File: config.mk
export PLATFORM = sky130hd
export DESIGN_NAME = mssf_reduce
export DESIGN_NICKNAME = d
export VERILOG_FILES = /design/src/rtl/core/metropolis_spin_flip_decision_assert.svh /design/src/rtl/core/mssf_pkg.sv /design/src/rtl/core/mssf_reduce.sv
export SDC_FILE = /design/constraint.sdc
export NUM_CORES = 1
export LEC_CHECK = 0
export ABC_AREA = 1
export BUFFER_PORTS_ARGS = -buffer_cell sky130_fd_sc_hd__buf_2
export CELL_PAD_IN_SITES_DETAIL_PLACEMENT = 1
export CELL_PAD_IN_SITES_GLOBAL_PLACEMENT = 1
export CORE_MARGIN = 2
export CORE_UTILIZATION = 45
export CTS_CLUSTER_SIZE = 8
export DETAILED_ROUTE_END_ITERATION = 8
export PLACE_DENSITY_LB_ADDON = 0.1
export SLEW_MARGIN = 0
export SYNTH_ARGS = -nofsm -noshare
export SYNTH_HDL_FRONTEND = slang
export SYNTH_SLANG_ARGS = --single-unit
File: constraint.sdc
create_clock -name clk -period 4.4 [get_ports clk]
set_clock_uncertainty 0.1 [all_clocks]
set_input_delay 0.22 -clock clk [delete_from_list [all_inputs] [get_ports clk]]
set_output_delay 0.22 -clock clk [all_outputs]
set_load 0.02 [all_outputs]
File: src/rtl/core/metropolis_spin_flip_decision_assert.svh
// Assertion macros for the spin flip decision block.
// Included by the top level; define NO_ASSERTIONS to compile them away.
`ifndef METROPOLIS_SPIN_FLIP_DECISION_ASSERT_SVH
`define METROPOLIS_SPIN_FLIP_DECISION_ASSERT_SVH
`ifndef NO_ASSERTIONS
// Property that must hold at every clock edge outside reset.
`define MSSF_ASSERT(lbl, clk_sig, rst_n_sig, prop) \
	lbl: assert property (@(posedge clk_sig) disable iff (!rst_n_sig) (prop)) \
		else $error("spin flip decision: assertion failed");
// Condition that must never be true outside reset.
`define MSSF_ASSERT_NEVER(lbl, clk_sig, rst_n_sig, expr) \
	lbl: assert property (@(posedge clk_sig) disable iff (!rst_n_sig) !(expr)) \
		else $error("spin flip decision: forbidden condition");
`else
`define MSSF_ASSERT(lbl, clk_sig, rst_n_sig, prop)
`define MSSF_ASSERT_NEVER(lbl, clk_sig, rst_n_sig, expr)
`endif
`endif

File: src/rtl/core/mssf_pkg.sv
// Shared constants, register codes and beat types of the spin flip decision.
// No dependencies; every module of the block imports it.
`timescale 1ns / 1ps

package mssf_pkg;

	// Field and register widths.
	localparam int NBR_WIDTH     = 8;
	localparam int MAX_NEIGHBORS = 8;
	localparam int NBR_LIMIT     = (MAX_NEIGHBORS < NBR_WIDTH) ? MAX_NEIGHBORS : NBR_WIDTH;
	localparam int UNIFORM_W     = 32;
	localparam int COUNT_W       = 4;
	localparam int COUPLING_W    = 16;
	localparam int BETA_W        = 16;
	localparam int CFG_DATA_W    = 16;
	localparam int CFG_INDEX_W   = 2;

	// Register indexes of the configuration port.
	typedef enum logic [CFG_INDEX_W-1:0] {
		CFG_NEIGHBOR_COUNT = 2'd0,
		CFG_COUPLING_J2    = 2'd1,
		CFG_INVERSE_TEMP   = 2'd2
	} cfg_index_t;

	// Register reset values.
	localparam logic [COUNT_W-1:0]           COUNT_RESET    = 4'd4;
	localparam logic signed [COUPLING_W-1:0] COUPLING_RESET = 16'sd0;
	localparam logic [BETA_W-1:0]            BETA_RESET     = 16'd4096;

	// Energy arithmetic: one bond term, the delta sum and the exponent argument.
	localparam int WT_W    = COUPLING_W + 1;
	localparam int DELTA_W = WT_W + 3;
	localparam int MAG_W   = DELTA_W - 1;
	localparam int X_W     = BETA_W + MAG_W + 1;
	localparam logic signed [WT_W-1:0] BOND_UNIT = 17'sd4096;

	// Range reduction of x = k * ln2 + r, x in Q.24.
	localparam int FRAC_W = 24;
	localparam int XR_W   = 29;
	localparam int R_W    = 24;
	localparam int K_W    = 6;
	localparam logic [X_W-1:0]  CUTOFF_Q24 = 36'd402653184;
	localparam logic [R_W-1:0]  LN2_Q24    = 24'd11629080;
	// floor(2^32 / ln2_q24); the estimate of k is exact or one low.
	localparam int              K_SHIFT    = 32;
	localparam int              K_RECIP_W  = 9;
	localparam logic [K_RECIP_W-1:0] K_RECIP = 9'd369;

	// Taylor series of exp(-r) in Q.32.
	localparam int SERIES_ORDER = 12;
	localparam int DVD_W  = 32;
	localparam int TERM_W = DVD_W + 1;
	localparam int SUM_W  = TERM_W + 2;
	localparam logic [TERM_W-1:0]        TERM_ONE = TERM_W'(64'd1 << DVD_W);
	localparam logic signed [SUM_W-1:0]  SUM_ONE  = SUM_W'(64'd1 << DVD_W);

	// floor(2^32 / n) for the division of term n by n.
	localparam logic [TERM_W-1:0] RECIP_TABLE [SERIES_ORDER] = '{
		TERM_ONE / 1, TERM_ONE / 2, TERM_ONE / 3, TERM_ONE / 4,
		TERM_ONE / 5, TERM_ONE / 6, TERM_ONE / 7, TERM_ONE / 8,
		TERM_ONE / 9, TERM_ONE / 10, TERM_ONE / 11, TERM_ONE / 12
	};

	// Side information that travels with a beat after the energy stage.
	typedef struct packed {
		logic                 center;
		logic [UNIFORM_W-1:0] uniform;
		logic                 positive;
		logic                 cutoff;
		logic [K_W-1:0]       k;
	} tag_t;

	// Beat leaving the energy stages.
	typedef struct packed {
		logic                      center;
		logic [UNIFORM_W-1:0]      uniform;
		logic signed [DELTA_W-1:0] delta;
	} delta_beat_t;

	// Beat leaving the range reduction.
	typedef struct packed {
		tag_t           tag;
		logic [R_W-1:0] r;
	} reduce_beat_t;

	// Beat leaving the series: exp(-r) in Q.32 before the shift by k.
	typedef struct packed {
		tag_t                    tag;
		logic signed [SUM_W-1:0] sum;
	} exp_beat_t;

endpackage

File: src/rtl/core/mssf_reduce.sv
// Exponent argument x = 2 * beta * delta and its reduction to k * ln2 + r.
// Depends on mssf_pkg.
`timescale 1ns / 1ps

module mssf_reduce (
	input  logic                        clk,
	input  logic                        arst_n,
	input  logic                        en,
	input  logic                        in_valid,
	input  mssf_pkg::delta_beat_t       in_beat,
	input  logic [mssf_pkg::BETA_W-1:0] beta,
	output logic                        out_valid,
	output mssf_pkg::reduce_beat_t      out_beat
);
	import mssf_pkg::*;

	localparam int KP_W = XR_W + K_RECIP_W;

	logic [3:0]          v_q;
	logic                positive_w;
	logic [X_W-1:0]      x_w;
	logic [KP_W-1:0]     kprod_w;
	logic [XR_W-1:0]     rr_w;
	tag_t                tag_est_w;
	tag_t                tag_fix_w;
	logic [R_W-1:0]      r_fix_w;

	logic [X_W-1:0]      x_s1;
	tag_t                tag_s1;
	logic [XR_W-1:0]     xr_s2;
	tag_t                tag_s2;
	logic [R_W:0]        rr_s3;
	tag_t                tag_s3;
	reduce_beat_t        beat_s4;

	// Stage 1: the product; only a positive delta is ever used.
	assign positive_w = (in_beat.delta > 0);
	assign x_w = (X_W'(beta) * X_W'(in_beat.delta[MAG_W-1:0])) << 1;

	// Stage 2: estimate k by a reciprocal multiply.
	assign kprod_w = KP_W'(x_s1[XR_W-1:0]) * KP_W'(K_RECIP);

	always_comb begin
		tag_est_w        = tag_s1;
		tag_est_w.cutoff = (x_s1 >= CUTOFF_Q24);
		tag_est_w.k      = kprod_w[K_SHIFT +: K_W];
	end

	// Stage 3: remainder of the estimate, below twice ln2.
	assign rr_w = xr_s2 - XR_W'(tag_s2.k) * XR_W'(LN2_Q24);

	// Stage 4: one correction step brings r below ln2.
	always_comb begin
		tag_fix_w = tag_s3;
		if (rr_s3 >= (R_W + 1)'(LN2_Q24)) begin
			r_fix_w     = R_W'(rr_s3 - (R_W + 1)'(LN2_Q24));
			tag_fix_w.k = tag_s3.k + K_W'(1);
		end else begin
			r_fix_w     = rr_s3[R_W-1:0];
		end
	end

	// Valid bits of the four stages.
	always_ff @(posedge clk or negedge arst_n) begin
		if (!arst_n) begin
			v_q <= '0;
		end else if (en) begin
			v_q <= {v_q[2:0], in_valid};
		end
	end

	always_ff @(posedge clk) begin
		if (en) begin
			x_s1            <= x_w;
			tag_s1.center   <= in_beat.center;
			tag_s1.uniform  <= in_beat.uniform;
			tag_s1.positive <= positive_w;
			tag_s1.cutoff   <= 1'b0;
			tag_s1.k        <= '0;

			xr_s2           <= x_s1[XR_W-1:0];
			tag_s2          <= tag_est_w;

			rr_s3           <= rr_w[R_W:0];
			tag_s3          <= tag_s2;

			beat_s4.tag     <= tag_fix_w;
			beat_s4.r       <= r_fix_w;
		end
	end

	assign out_valid = v_q[3];
	assign out_beat  = beat_s4;

endmodule

==> impl_results.md, run 1 <==
- Sink Count: roughly 270
- Final Hold Vio Count: 0
- Clk buf depth: 3
- CTS clk-pin slew, worst paths: around 0.060 ns
- Syn_nets: ~3700
- Worst EP arrival: ~4.9 ns
- CTS Buf Count: 40
- Setup crit start kind: primary input
- Die H: 250 microns
- Final setup viols: 28
- Vias in the first global route: approximately 25000
- Vias: around 22000
- Die ar.: between 60000 and 70000 sq um
- Total Neg Setup Slack: -6.24 ns
- H-tree levels: 2
- Cell Chain, Critical Path: buf_6, buf_4, nand2_1, fa_1, fa_1, fa_1, fa_1, fa_1, fa_1, inv_1, ha_4, nand2_8, nor2_4, inv_2, nor3_2, nand2_1, nand2_4, nand2_4, nand3b_1, nand2_1
- Rel. slew slack: a little under half
- Crit-path slowest cell: fa_1
- Unique masters post-synth: between 40 and 50
- Max incr delay on CP: 0.58 ns
- Skew-Pair Late Insertion Delay: roughly 0.56 ns
- Number of max-cap violations: 0
- Final Cycle Share: 107%
- Final core utilization: 58.1%
- WP data required: approximately 4.6 ns
- Port Buffer Count: about 140
- Drt wl/cell: between 15 and 20 microns
- Layout area overhead: 28.0%
- RSZ-0062 raised after global routing: yes
- Top post-synthesis cells by area: edfxtp_1, fa_1, ha_1
- Cells after synthesis: slightly above 3000
- Critical path fanouts, max: 6
- Fmax: between 200 and 250 MHz
- Async set-reset flop share out of synthesis: between 1 and 1.5%
- Top cell by count, worst path: fa_1
- Cell chosen for the clock root: clkbuf_16
- Largest net degree at the start of global routing: 95
- Yosys Warn Count: 0
- Synthesized area: between 20000 and 30000 sq um
- Top FF cell, synth: edfxtp_1
- Kind of critical path: primary input to flop
- Mean Syn Cell Area: around 9 sq um
- Die width: between 200 and 300 microns
- Seq/Total Area, Yosys: 29.3%
- Cell family with most CP delay: adder cells
- Final setup margin: -0.318 ns
- Detailed Route Iter0 Violations: 910
- WP buf/inv: 4
- Post-synth EDFFs: roughly 260
- Nets@finish: about 4200
- IO Count: 139
- Violated checks: setup timing
- Vias per cell: about 5.0
- Final Slew Violations: 0
- Core Rows: 90
- Hold WC Path Type: primary input to flop
- GRT Util Overall: between 20 and 30%
- Final min period: about 4.7 ns
- Layout cells sized above 1: between 20% and 30%
- Worst Max-Slew Pin Slew: between 0.7 and 0.8 ns
- CTS tree: built
- Post-route ant nets: 0
- # DRC: 0
- Detailed Route WL: roughly 80000 microns
- Antenna violations before repair: 0
- Worst Reg-to-Reg Cells: 19
- Seq cells post-synth: approximately 270
- Worst Hold Depth: 1
- Core footprint: roughly 60000 sq um
- Global-route wire length before repair: roughly 130000 microns
- Gpl congestion: about 0.89
- Placed insts: 4135
- Starting Density: 45.4%
- Yosys top cell area share: just under 30%
- Worst slack, placed: -1.17 ns
- Fin cells: between 4000 and 5000
- Status: finished, violations left
- TritonRoute pass-1 iters: 5
- Largest area contributor in the netlist: edfxtp_1
- CP endpoint kind: flop
- Antenna diodes: 0
- Gr ovfl total: 0
- Post-DP HPWL: 64100 microns
- Crit path depth: 20
metrics by stage:
stage | hold WS (ns) | cell area (sq um)
global placement | -0.0760 | 31000
detailed placement | -0.0720 | 31000
CTS | 0.0993 | 33600
finish | 0.0863 | 35000
floorplan | -0.176 | 28000
global route | 0.111 | 35000
metal layers:
metal	vias to the layer above	global-route usage [%]	wire length, microns
met4	0	9.50	3410
li1	10200	-	-
met5	-	0	0
met2	340	49.7	44200
met3	191	1.91	1650
met1	10800	28.9	31100
registers in the layout, summed over array words and instances, names as in the netlist:
register,count
out_beat,64
rr_s3,24
tag_est_w,34
tag_fix_w,35
tag_s2,41
tag_s3,6
v_q,4
x_s1,35
xr_s2,24
synthesized netlist by cell type (all sizes together), types with 10 or more instances:
| cell | instances |
|---|---|
| o21ai | 62 |
| a21oi | 113 |
| xnor2 | 21 |
| clkbuf | 55 |
| inv | 754 |
| buf | 19 |
| fa | 321 |
| nand4 | 23 |
| nand2 | 757 |
| ha | 308 |
| nor2 | 135 |
| nor3 | 22 |
| edfxtp | 263 |
| o21bai | 10 |
| xor2 | 44 |
| nand3 | 81 |
worst register-to-register path: cells and delay by family, from the launching register on:
| family | cells | cell delay, ns |
|---|---|---|
| buffers and inverters | 3 | 0.15 |
| DFF | 1 | 0.41 |
| AOI/OAI and AO/OA | 2 | 0.35 |
| xor gates and xnor gates | 1 | 0.10 |
| adders and majority gates | 5 | 2.18 |
| and+or+nand+nor | 8 | 1.06 |
worst paths after layout:
path                          startpoint            to  slack [ns]
setup / recovery             in_beat[14]      x_s1[35]       -0.32
hold / removal                        en       x_s1[1]        0.09
setup reg to reg               tag_s2[3]     rr_s3[24]       -0.18
hold reg to reg            tag_fix_w[21]  out_beat[45]        0.31
max in group asynchronous         arst_n        v_q[0]        3.55
min in group asynchronous         arst_n        v_q[2]        0.48
timing repair:
item | in CTS | in global routing
hold endpoints to repair | 39 | 0
pin swaps | 78 | 150
gates resized for setup | 221 | 262
buffers inserted | 20 | 46
hold buffers | 37 | 0
endpoints found under the setup margin | 36 | 44
gates cloned | 1 | 1
area by class of cell:
type	instances	area, sq um
fill	6865	25200
tap	782	978
timing repair buffer	495	3940
clock buffer	52	1070
sequential	267	8000
multi-input combinational	1941	18000
inverter	754	2840
clock inverter	6	108
cells in the final DEF (no fill, tap or decap), types with 11 or more instances in the layout:
cell type / count
fa_2: 11
nand2_4: 30
edfxtp_1: 263
nor2_4: 16
inv_2: 55
clkbuf_16: 42
inv_1: 697
xnor2_1: 15
nand4_1: 23
buf_4: 286
nand2_2: 58
nand2_1: 668
ha_1: 257
ha_4: 44
o21ai_0: 40
fa_1: 310
nor2_1: 90
a21oi_2: 34
buf_2: 106
nand3_2: 22
nand3_1: 57
a21oi_1: 65
nor2_2: 29
xor2_1: 34
buf_6: 44
clkbuf_1: 11
buf_12: 12
dlygate4sd3_1: 37
o21ai_2: 12
a21oi_4: 14
cell families after synthesis:
group	share of synthesized area (%)
buf+inv	11.5
flops	29.3
other cells	0.0137
fa+ha+maj	37.6
simple gates	15.4
xor+xnor	2.17
compound gates	4.01
mux	0.0824
Power of run 1 is not shown: default switching activity piles up to over one toggle a cycle in this logic, so the estimate is an artifact.
==> run 2: changes to the inputs <==
--- a/config.mk
+++ b/config.mk
@@ -6,14 +6,15 @@
 export NUM_CORES = 1
 export LEC_CHECK = 0
 export ABC_AREA = 1
-export BUFFER_PORTS_ARGS = -buffer_cell sky130_fd_sc_hd__buf_2
 export CELL_PAD_IN_SITES_DETAIL_PLACEMENT = 1
 export CELL_PAD_IN_SITES_GLOBAL_PLACEMENT = 1
 export CORE_MARGIN = 2
 export CORE_UTILIZATION = 45
 export CTS_CLUSTER_SIZE = 8
 export DETAILED_ROUTE_END_ITERATION = 8
+export DONT_BUFFER_PORTS = 1
 export PLACE_DENSITY_LB_ADDON = 0.1
+export SKIP_CTS_REPAIR_TIMING = 1
 export SLEW_MARGIN = 0
 export SYNTH_ARGS = -nofsm -noshare
 export SYNTH_HDL_FRONTEND = slang
==> run 2 against run 1 <==
Against the previous run: the flow still finishes with violations (setup timing); first-iteration DRC count down 14%; maximum frequency is 2.8% higher; routed wire length shrank 3.1%; register-to-register slack hardly changed; flip-flop and latch count did not move; critical path type is now flop to flop; largest cell class unchanged.
==> impl_results.md, run 2 (synthesis results as in run 1) <==
- Antenna diodes: 0 (unchanged)
- Final setup margin: -0.190 ns (was -0.318 ns)
- Port Buffer Count: 0 (was 137)
- Final setup viols: 21 (was 28)
- Global-route wire length before repair: 120000 microns (was 127000 microns)
- Die width: 250 microns (unchanged)
- Detailed Route WL: 77900 microns (was 80400 microns)
- Final Cycle Share: 104% (was 107%)
- Final core utilization: 54.8% (was 58.1%)
- CP Launch Point: tag_s2[5] (was in_beat[14])
- Worst Max-Slew Pin Slew: 0.844 ns (was 0.787 ns)
- WP data required: 4.60 ns (was 4.61 ns)
- GRT met3 Usage: 2.32% (was 1.91%)
- Cell family with most CP delay: adder cells (unchanged)
- Antenna violations before repair: 0 (unchanged)
- Fmax: 218 MHz (was 212 MHz)
- Status: finished, violations left (unchanged)
- Worst EP arrival: 4.79 ns (was 4.93 ns)
- Commonest non-fill, non-tap cell in the layout: inv_1 (unchanged)
- Grt peak-use layer: met2 (unchanged)
- Crit-path slowest cell: fa_1 (unchanged)
- Gpl congestion: 0.885 (was 0.895)
- Largest net degree at the start of global routing: 270 (was 95)
- Worst r2r src: tag_s2[5] (was tag_s2[3])
- Core Rows: 90 (unchanged)
- Critical path fanouts, max: 4 (was 6)
- Rel. slew slack: 43.7% (was 47.1%)
- Worst Reg-to-Reg Cells: 19 (unchanged)
- CTS tree: built (unchanged)
- Worst Hold Depth: 4 (was 1)
- Layout cells sized above 1: 18.4% (was 25.1%)
- Violated checks: setup timing (unchanged)
- Final min period: 4.59 ns (was 4.72 ns)
- Core footprint: 60100 sq um (unchanged)
- Final Slew Violations: 0 (unchanged)
- Sink Count: 267 (unchanged)
- Post-route ant nets: 0 (unchanged)
- Clk buf depth: 3 (unchanged)
- Die ar.: 62700 sq um (unchanged)
- CTS Buf Count: 40 (unchanged)
- Worst slack, placed: -0.809 ns (was -1.17 ns)
- Layout area overhead: 20.6% (was 28.0%)
- Final Hold Vio Count: 0 (unchanged)
- CTS clk-pin slew, worst paths: 0.05 ns (was 0.06 ns)
- IO Count: 139 (unchanged)
- Met2 Track Usage GR: 46.3% (was 49.7%)
- # DRC: 0 (unchanged)
- RSZ-0062 raised after global routing: yes (unchanged)
- Gr ovfl total: 0 (unchanged)
- Cell Chain, Critical Path: fa_1, inv_2, fa_1, fa_1, inv_2, ha_4, nand2_2, nor2_1, inv_1, nor2_1, nor3_2, nand3b_1, nand2_2, ha_4, nand4_1, nor3_2, nand4_1, nand4_1, nand2_1 (was buf_6, buf_4, nand2_1, fa_1, fa_1, fa_1, fa_1, fa_1, fa_1, inv_1, ha_4, nand2_8, nor2_4, inv_2, nor3_2, nand2_1, nand2_4, nand2_4, nand3b_1, nand2_1)
- Commonest cells after routing, fill and taps aside: inv_1, nand2_1, fa_1, ha_1, edfxtp_1 (was inv_1, nand2_1, fa_1, buf_4, edfxtp_1)
- Nets@finish: 3953 (was 4201)
- Number of max-cap violations: 0 (unchanged)
- Kind of critical path: flop to flop (was primary input to flop)
- H-tree levels: 2 (unchanged)
- Crit path depth: 19 (was 20)
- CP endpoint kind: flop (unchanged)
- Cell chosen for the clock root: clkbuf_16 (unchanged)
- Drt wl/cell: 19.2 microns (was 18.7 microns)
- Post-DP HPWL: 60900 microns (was 64100 microns)
- Detailed Route Iter0 Violations: 787 (was 910)
- WP buf/inv: 3 (was 4)
- Grt met1 use: 28.1% (was 28.9%)
- Startpoint of the worst hold path: beta[0] (was en)
- Vias per cell: 5.06 (was 5.02)
- Max incr delay on CP: 0.57 ns (was 0.58 ns)
- Setup crit start kind: flop (was primary input)
- Die H: 250 microns (unchanged)
- Skew-Pair Late Insertion Delay: 0.57 ns (was 0.56 ns)
- Starting Density: 45.4% (unchanged)
- TritonRoute pass-1 iters: 5 (unchanged)
- Vias: 20500 (was 21600)
- Vias in the first global route: 22800 (was 24500)
- Max reg flops: 64 (unchanged)
- GRT Util Overall: 24.2% (was 25.5%)
- Hold WC Path Type: primary input to flop (unchanged)
## run 2: changes by cell type in the layout (fill, tap and decap cells not counted), sizes merged
cell         previous run  this run
buf                   453       202
dlygate4sd3            37        45
bufinv                  2         0
bufbuf                  1         0
clkbuf                 56        55
clkinv                  2         1
clkinvlp                0         1
## run 2: area by class of cell
class / count / area [sq um]
Multi-Input combinational cell: 1941 / 17900
Fill cell: 6806 / 27200
Clock inverter: 4 / 52.6
Tap cell: 782 / 978
Sequential cell: 267 / 8000
Timing Repair Buffer: 247 / 2100
Clock buffer: 55 / 1080
Inverter: 754 / 2850
## run 2: path summary, 6_finish.rpt
kind                       slack, ns            to
min in group asynchronous       0.37        v_q[2]
setup reg to reg               -0.19     rr_s3[22]
setup / recovery               -0.19     rr_s3[22]
hold reg to reg                 0.29  tag_fix_w[6]
hold / removal                  0.05       x_s1[3]
max in group asynchronous       3.66        v_q[1]
## run 2: metrics by stage
stage	instance area (sq um)	cells	setup TNS, ns	hold WS [ns]
floorplan	28000	3036	-12.65	-0.176
global placement	29500	3896	-17.31	-0.175
detailed placement	29500	3896	-18.96	-0.175
CTS	30600	3955	-5.47	-0.776
global route	32900	4050	-5.37	0.0549
finish	32900	4050	-1.51	0.0479
## run 2: worst reg2reg max path, cell delays in order (launching register included)
cell	delay, ns
edfxtp_1	0.42
fa_1	0.57
inv_2	0.04
fa_1	0.48
fa_1	0.52
inv_2	0.05
ha_4	0.30
nand2_2	0.09
nor2_1	0.14
inv_1	0.07
nor2_1	0.13
nor3_2	0.05
nand3b_1	0.10
nand2_2	0.08
ha_4	0.29
nand4_1	0.16
nor3_2	0.28
nand4_1	0.22
nand4_1	0.16
nand2_1	0.08
## run 2: layer usage
layer | routed length (microns) | vias to the layer above | share of wire, %
met2 | 42400 | 307 | 54
met1 | 31200 | 10300 | 40
met4 | 2300 | 0 | 2.9
met3 | 1960 | 111 | 2.5
met5 | 0 | - | 0
li1 | - | 9733 | -
Power of run 2 is left out for the same reason.
==> run 3: changes to the inputs <==
==> constraint.sdc (replaced) <==
create_clock -name clk -period 4.7 [get_ports clk]
set_clock_uncertainty 0.1 [all_clocks]
set_input_delay 0.235 -clock clk [delete_from_list [all_inputs] [get_ports clk]]
set_output_delay 0.235 -clock clk [all_outputs]
set_load 0.02 [all_outputs]
==> run 3 against run 2 <==
Against the previous run: the run now ends clean; utilization decreased by 3.3 points; count of clock-buffer cells in the layout up 2; worst hold slack worse by 0.014 ns; maximum frequency is 0.47% lower; non-clock buffer count decreased by 105; register-to-register slack improved by 0.28 ns; die area stayed put; cell area is 5.9% lower; flip-flop and latch count stayed put; global-route usage decreased by 1.1 points; routed wire length is 6.8% lower; first-iteration DRC count decreased by 18%; highest routed layer unchanged.
==> impl_results.md, run 3 (synthesis results as in run 1) <==
- Grt met1 use: 27.4% (was 28.1%)
- Clk buf depth: 3 (unchanged)
- Final Hold Vio Count: 0 (unchanged)
- Fmax: 217 MHz (was 218 MHz)
- Status: finished, final reports clean (was finished, violations left)
- Final min period: 4.61 ns (was 4.59 ns)
- Kind of critical path: flop to flop (unchanged)
- Critical path fanouts, max: 6 (was 4)
- Worst Hold Depth: 4 (unchanged)
- Worst Reg-to-Reg Cells: 20 (was 19)
- Met2 Track Usage GR: 44.0% (was 46.3%)
- Cell Chain, Critical Path: fa_1, inv_1, fa_1, fa_1, inv_1, ha_4, nand2_1, nand2_1, o21bai_2, a21oi_2, xor2_2, ha_4, nand4_1, buf_4, nor3_4, nand3_1, nand3_2, inv_1, nand2_1, nand2_1 (was fa_1, inv_2, fa_1, fa_1, inv_2, ha_4, nand2_2, nor2_1, inv_1, nor2_1, nor3_2, nand3b_1, nand2_2, ha_4, nand4_1, nor3_2, nand4_1, nand4_1, nand2_1)
- Fin cells: 3948 (was 4050)
- Core Rows: 90 (unchanged)
- Nets@finish: 3849 (was 3953)
- Port Buffer Count: 0 (unchanged)
- Post-DP HPWL: 58300 microns (was 60900 microns)
- CTS tree: built (unchanged)
- Placed insts: 3830 (was 3896)
- WP data required: 4.90 ns (was 4.60 ns)
- Worst Max-Slew Pin Slew: 0.930 ns (was 0.844 ns)
- CTS clk-pin slew, worst paths: 0.05 ns (about the same)
- Antenna violations before repair: 0 (unchanged)
- Die H: 250 microns (unchanged)
- Die width: 250 microns (unchanged)
- Vias in the first global route: 22000 (was 22800)
- Detailed Route WL: 72600 microns (was 77900 microns)
- Top cell by count, worst path: nand2_1
- H-tree levels: 2 (unchanged)
- Setup crit start kind: flop (unchanged)
- Crit-path slowest cell: fa_1 (unchanged)
- Layout area overhead: 13.4% (was 20.6%)
- Vias: 19800 (was 20500)
- IO Count: 139 (unchanged)
- GRT Util Overall: 23.1% (was 24.2%)
- RSZ-0062 raised after global routing: yes (unchanged)
- Detailed Route Iter0 Violations: 644 (was 787)
- Gr ovfl total: 0 (unchanged)
- Rel. slew slack: 38.0% (was 43.7%)
- Worst slack, placed: -0.649 ns (was -0.809 ns)
- CP endpoint kind: flop (unchanged)
- Post-route ant nets: 0 (unchanged)
- GRT met3 Usage: 2.11% (was 2.32%)
- CTS Buf Count: 41 (was 40)
- TritonRoute pass-1 iters: 4 (was 5)
- Antenna diodes: 0 (unchanged)
- Grt peak-use layer: met2 (unchanged)
- Starting Density: 45.4% (unchanged)
- Hold WC Path Type: primary input to flop (unchanged)
- Die ar.: 62700 sq um (unchanged)
- Fill cells: 7049 (was 6806)
- Final Slew Violations: 0 (unchanged)
- Layout cells sized above 1: 8.88% (was 18.4%)
- # DRC: 0 (unchanged)
- Cell chosen for the clock root: clkbuf_16 (unchanged)
- Commonest cells after routing, fill and taps aside: inv_1, nand2_1, fa_1, ha_1, edfxtp_1 (unchanged)
- Drt wl/cell: 18.4 microns (was 19.2 microns)
- Core footprint: 60100 sq um (unchanged)
- Final Cycle Share: 98.1% (was 104%)
- Final setup viols: 0 (was 21)
- Vias per cell: 5.03 (was 5.06)
- Commonest non-fill, non-tap cell in the layout: inv_1 (unchanged)
- Global-route wire length before repair: 115000 microns (was 120000 microns)
- Final core utilization: 51.5% (was 54.8%)
- Number of max-cap violations: 0 (unchanged)
- Max reg flops: 64 (unchanged)
- Worst EP arrival: 4.82 ns (was 4.79 ns)
- Sink Count: 267 (unchanged)
- Gpl congestion: 0.894 (was 0.885)
- Skew-Pair Late Insertion Delay: 0.56 ns (was 0.57 ns)
- Final setup margin: 0.0878 ns (was -0.190 ns)
- Largest net degree at the start of global routing: 270 (unchanged)
- Max incr delay on CP: 0.55 ns (was 0.57 ns)
==> run 3: final timing paths <==
check                            from            end  slack, ns
max in group asynchronous      arst_n         v_q[0]       3.91
setup / recovery            tag_s2[3]      rr_s3[24]       0.09
hold / removal             in_beat[2]        x_s1[3]       0.03
setup reg to reg            tag_s2[3]      rr_s3[24]       0.09
min in group asynchronous      arst_n         v_q[1]       0.42
hold reg to reg            tag_s2[26]  tag_fix_w[26]       0.31
==> run 3: routing by layer <==
layer / share of wire (%) / vias to the layer above
met4: 3.0 / 0
met3: 2.2 / 116
met5: 0 / -
met1: 41 / 9961
met2: 54 / 256
li1: - / 9512
==> run 3: layout make-up <==
| type | instances | area [sq um] | area share [%] |
|---|---|---|---|
| well taps | 782 | 978 | 3.16 |
| repair buffers | 142 | 1230 | 3.96 |
| clock buffers | 57 | 1120 | 3.61 |
| inverters | 754 | 2830 | 9.13 |
| multi-input cells | 1941 | 16800 | 54.2 |
| flip-flops and latches | 267 | 8000 | 25.8 |
| clock inverters | 5 | 56.3 | 0.182 |
==> run 3: per-stage QoR <==
step	TNS (ns)	hold slack, ns	instance area, sq um
after global placement	-8.05	-0.160	28900
after detailed placement	-10.10	-0.160	28900
after global routing	-0.223	0.0396	31000
after CTS	-0.356	-0.754	30000
after floorplan	-6.10	-0.161	27900
final	0	0.0341	31000
==> run 3: worst max-delay path, delay by kind of cell (launching register included) <==
kind,cells,cell delay (ns)
buffers and inverters,4,0.36
adder cells (fa/ha/maj),5,2.11
XOR/XNOR,1,0.11
AO/OA/AOI/OAI,2,0.40
flip-flops,1,0.43
AND/OR/NAND/NOR,8,0.83
Power of run 3 is left out for the same reason.
